[config.mk]
export PLATFORM = sky130hd
export DESIGN_NAME = pfla_table_regs
export DESIGN_NICKNAME = d
export VERILOG_FILES = /design/src/rtl/pfla_pkg.sv /design/src/rtl/pfla_table_regs.sv
export SDC_FILE = /design/constraint.sdc
export NUM_CORES = 1
export LEC_CHECK = 0
export ABC_AREA = 1
export BUFFER_PORTS_ARGS = -buffer_cell sky130_fd_sc_hd__buf_2
export CAP_MARGIN = 20
export CORE_MARGIN = 2
export CORE_UTILIZATION = 55
export CTS_CLUSTER_DIAMETER = 60
export CTS_CLUSTER_SIZE = 25
export DETAILED_ROUTE_END_ITERATION = 10
export PLACE_DENSITY = 0.7
export SETUP_SLACK_MARGIN = 0.3
export SYNTH_ARGS = -nofsm -noshare
export SYNTH_HDL_FRONTEND = slang
export SYNTH_SLANG_ARGS = --single-unit
[constraint.sdc]
create_clock -name clk -period 1.3 [get_ports clk]
set_input_delay 0.13 -clock clk [delete_from_list [all_inputs] [get_ports clk]]
set_output_delay 0.13 -clock clk [all_outputs]
set_load 0.02 [all_outputs]
[src/rtl/pfla_pkg.sv]
// package: sizes, codes and beat types of the page free-list allocator
`timescale 1ns / 1ps
package pfla_pkg;

    localparam int NUM_TABLES = 16;
    localparam int MAX_PAGES  = 4096;
    localparam int GROW_CHAIN = 100;

    localparam int TBL_W   = $clog2(NUM_TABLES);
    localparam int PAGE_W  = $clog2(MAX_PAGES);
    localparam int COUNT_W = PAGE_W + 1;
    localparam int ADDR_W  = TBL_W + PAGE_W;
    localparam int STEP_W  = $clog2(GROW_CHAIN + 1);

    typedef enum logic [1:0] {
        OP_ALLOC  = 2'd0,
        OP_FREE   = 2'd1,
        OP_FORMAT = 2'd2,
        OP_NOP    = 2'd3
    } op_t;

    typedef enum logic [1:0] {
        ST_OK   = 2'd0,
        ST_FULL = 2'd1,
        ST_BAD  = 2'd2
    } status_t;

    typedef enum logic [1:0] {
        S_IDLE,
        S_READ,
        S_GROW,
        S_HOLD
    } state_t;

    typedef struct packed {
        op_t               op;
        logic [TBL_W-1:0]  table_req;
        logic [PAGE_W-1:0] page;
    } req_t;

    typedef struct packed {
        logic [PAGE_W-1:0] page_number;
        status_t           status;
    } rsp_t;

    typedef struct packed {
        logic               head_we;
        logic               count_we;
        logic [TBL_W-1:0]   tbl;
        logic [PAGE_W-1:0]  head;
        logic [COUNT_W-1:0] count;
    } tbl_wr_t;

endpackage

[src/rtl/pfla_table_regs.sv]
// per-table free-list head and page count registers
`timescale 1ns / 1ps
module pfla_table_regs (
    input  logic                         clk,
    input  logic                         rst_n,
    input  logic [pfla_pkg::TBL_W-1:0]   rd_tbl,
    input  pfla_pkg::tbl_wr_t            wr,
    output logic [pfla_pkg::PAGE_W-1:0]  head,
    output logic [pfla_pkg::COUNT_W-1:0] count
);
    import pfla_pkg::*;

    logic [PAGE_W-1:0]  head_reg  [NUM_TABLES];
    logic [COUNT_W-1:0] count_reg [NUM_TABLES];

    always_ff @(posedge clk or negedge rst_n)
    begin
        if (!rst_n)
        begin
            for (int i = 0; i < NUM_TABLES; i++)
            begin
                head_reg[i]  <= '0;
                count_reg[i] <= COUNT_W'(1);
            end
        end
        else
        begin
            if (wr.head_we)
            begin
                head_reg[wr.tbl] <= wr.head;
            end
            if (wr.count_we)
            begin
                count_reg[wr.tbl] <= wr.count;
            end
        end
    end

    assign head  = head_reg[rd_tbl];
    assign count = count_reg[rd_tbl];

endmodule

==> flow_summary.yaml <==
clock_network:
  cts_max_level: 2
  root_buffer: "clkbuf_16"
  cts_buffers: 34
  cts.sinks: 400
  cts.path.max_buffers: 3
  tritoncts: "done"
  cts.clk_slew.worst_paths_ns: 0.08
  clock_latency_ns: 0.51
yosys:
  yosys_warnings: 0
  synth_area_per_cell_um2: 7.456
  yosysUniqueCellTypes: 17
  synthesis.area_um2: 19270
  syn_nets: 2622
  ys_ff_latch: 400
  yosysSeqAreaShare_pct: 52.04
  syn_inst: 2585
setup_path:
  cp_common_cell: "nand3_2"
  worstPathCellList: "inv_2 -> nand2_2 -> nand3_2 -> nand3_2 -> nand3_2 -> nand2_2 -> buf_6"
  startpoint_type: "flop"
  crit_family: "flip-flops"
  worstRegToRegCells: 4
  cp.required_ns: 1.17
  worstPathArrival_ns: 1.64
  crit_path_end_kind: "output port"
  cp_slowest_cell: "dfstp_2"
  rrSetupSlack_ns: 0.39
  path_class: "reg2out"
  r2r_start: "head_reg[129]"
  rr_endpoint: "head_reg[129]"
  cp.buffers_inverters: 2
  critPathMaxStageDelay_ns: 0.54
  cp_max_fo: 2
drt:
  wl_per_cell_um: 17.89
  wirelength_mm: 56.41
  via_count: 17195
  firstDrtPassIters: 5
  drc: 0
  drt-initial-drc-count: 1401
  drtAntennaViolNets: 0
  drt-vias-per-instance: 5.454
pwr:
  leakage_nw: 11.99
  vdd_drop_max_uv: 1196
  powerDensity_nw_per_um2: 1478
floorplan:
  fp.dieW_um: 191.2
  dieArea_um2: 36560
  rows: 68
  dieHeight_um: 191.2
  ios: 62
  core_area_um2: 34540
  start_util_pct: 55.80
placed_design:
  gp_congestion: 0.8506
  placed_cell_area_um2: 21200
  port_buffers: 61
  hpwlAfterDp_mm: 34.69
sta:
  setup_violations: 25
  slew_viol_final: 0
  relSlewSlack_pct: 62.85
  hold_violations: 0
  fin_worst_skew_ns: 0
  rsz0062_at_grt: "yes"
  tightest_slew_ns: 0.5566
  layout_setup_ws_ns: -0.4659
  fmaxAchievable_mhz: 566.3
  fin_crit_ns: 1.766
  period_share_pct: 135.8
global_route:
  grtUsageTotal_pct: 31.59
  grt_busiest_layer: "met2"
  grt_use_met1_pct: 43.23
  use_met3_pct: 4.094
  grt_max_degree: 73
  grt_pass1_wl_mm: 90.09
  antenna_found_initial: 2
  grt_pass1_vias: 16530
  gr-total-overflow: 0
  grtUsageMet2_pct: 51.87
cells_and_area:
  fin_nets: 2708
  post-route-util_pct: 67.33
  drive_gt1_share_pct: 16.39
  fillCellCount: 2850
  largest_reg_flops: 208
  synthToLayoutAreaGrowth_pct: 20.66
  finalInstanceArea_um2: 23260
  register_area_um2: 10030
  multi_input_area_um2: 7772
flow_run:
  maxCapViolCount: 0
run_status:
  status: "finished, violations left"
  violations: "negative setup slack"
hold_path:
  hold_path_class: "in2async"
## worst register-to-register path, cell delays in order (launching register included)
cell and delay, ns:
dfrtp_1 0.38, buf_4 0.13, buf_4 0.12, nand2_1 0.07, o21ai_0 0.08
## synthesized netlist by cell type
| library cell | instances | area [µm²] |
|---|---|---|
| nand3_2 | 7 | 70.07 |
| nor2_2 | 9 | 56.30 |
| buf_1 | 18 | 67.56 |
| nand2_2 | 6 | 37.54 |
| inv_2 | 3 | 11.26 |
| clkbuf_1 | 98 | 367.9 |
| o21ai_1 | 8 | 40.04 |
| buf_2 | 53 | 265.3 |
| buf_4 | 2 | 15.01 |
| inv_1 | 334 | 1254 |
| clkbuf_2 | 3 | 15.01 |
| dfrtp_1 | 384 | 9609 |
| nand3_1 | 307 | 1536 |
| nor2_1 | 4 | 15.01 |
| o21ai_0 | 392 | 1962 |
| dfstp_2 | 16 | 420.4 |
| nand2_1 | 941 | 3532 |
## worst max-delay path by stage
stage / cells after the start / endpoint / slack [ns] / startpoint
global placement: 10 / head[9] / -0.12 / rd_tbl[0]
finish: 7 / count[0] / -0.47 / count_reg[169]
floorplan: 6 / count[0] / 0.25 / count_reg[182]
global route: 7 / count[0] / -0.52 / count_reg[169]
detailed placement: 10 / count[6] / -0.14 / rd_tbl[0]
CTS: 7 / count[0] / -0.45 / count_reg[0]
## cell families (layout without fill, tap and decap cells)
kind of cell | count (synthesis) | count (layout) | share of synthesized area (%)
AOI/OAI and AO/OA | 400 | 400 | 10.39
DFF | 400 | 400 | 52.04
and+or+nand+nor | 1274 | 1274 | 27.22
buffers and inverters | 511 | 622 | 10.35
other | 0 | 2 | 0
## power by group
part	internal (W)	leakage, nW	total [W]	switching, W
clock network	0.00569	0.584	0.0108	0.00511
logic	0.00303	6.36	0.00717	0.00414
registers	0.0150	5.05	0.0164	0.00136
total	0.0238	12.0	0.0344	0.0106
## metrics by stage
| step | std cells | hold WS (ns) | TNS, ns | total power (W) | worst slack [ns] |
|---|---|---|---|---|---|
| floorplan | 2585 | -0.1656 | 0 | 0.02083 | 0.2500 |
| global placement | 3046 | -0.009325 | -3.308 | 0.02265 | -0.1171 |
| detailed placement | 3046 | -0.009267 | -5.345 | 0.02296 | -0.1363 |
| CTS | 3128 | 0.01162 | -8.667 | 0.03414 | -0.4490 |
| global route | 3151 | 0.02672 | -10.39 | 0.03642 | -0.5188 |
| finish | 3153 | 0.01918 | -8.397 | 0.03437 | -0.4659 |
## timing repair
action / in CTS / in global routing
setup buffers: 20 / 23
cloned: 0 / 0
hold buffers: 1 / 0
resized for setup: 64 / 68
endpoints found under the setup margin: 25 / 25
pin swaps: 82 / 25
hold endpoints to repair: 388 / 0
## final cells by class
cell class | instances | area share (%)
well taps | 455 | 2.448
diodes | 2 | 0.02152
repair buffers | 224 | 10.44
inverters | 337 | 5.466
multi-input cells | 1674 | 33.42
clock inverters | 20 | 0.9899
flip-flops and latches | 400 | 43.12
clock buffers | 41 | 4.089
## layout by cell type (no fill, tap or decap), types with 23 or more instances in the layout
cell,instances
nand2_2,41
clkbuf_16,37
nand3_2,84
buf_2,35
buf_12,59
dfrtp_1,384
nand2_1,904
inv_1,328
nand3_1,230
buf_6,23
buf_4,105
o21ai_0,384
## metal layers
layer  vias to the layer above  share of wire [%]  wire (µm)
li1                       8217                  -          -
met1                      8226                 42      23780
met2                       619                 47      26750
met3                       133                6.9       3883
met4                         0                3.5       1993
met5                         -                  0          0
No activity file was read; power rests on OpenSTA's default activity.
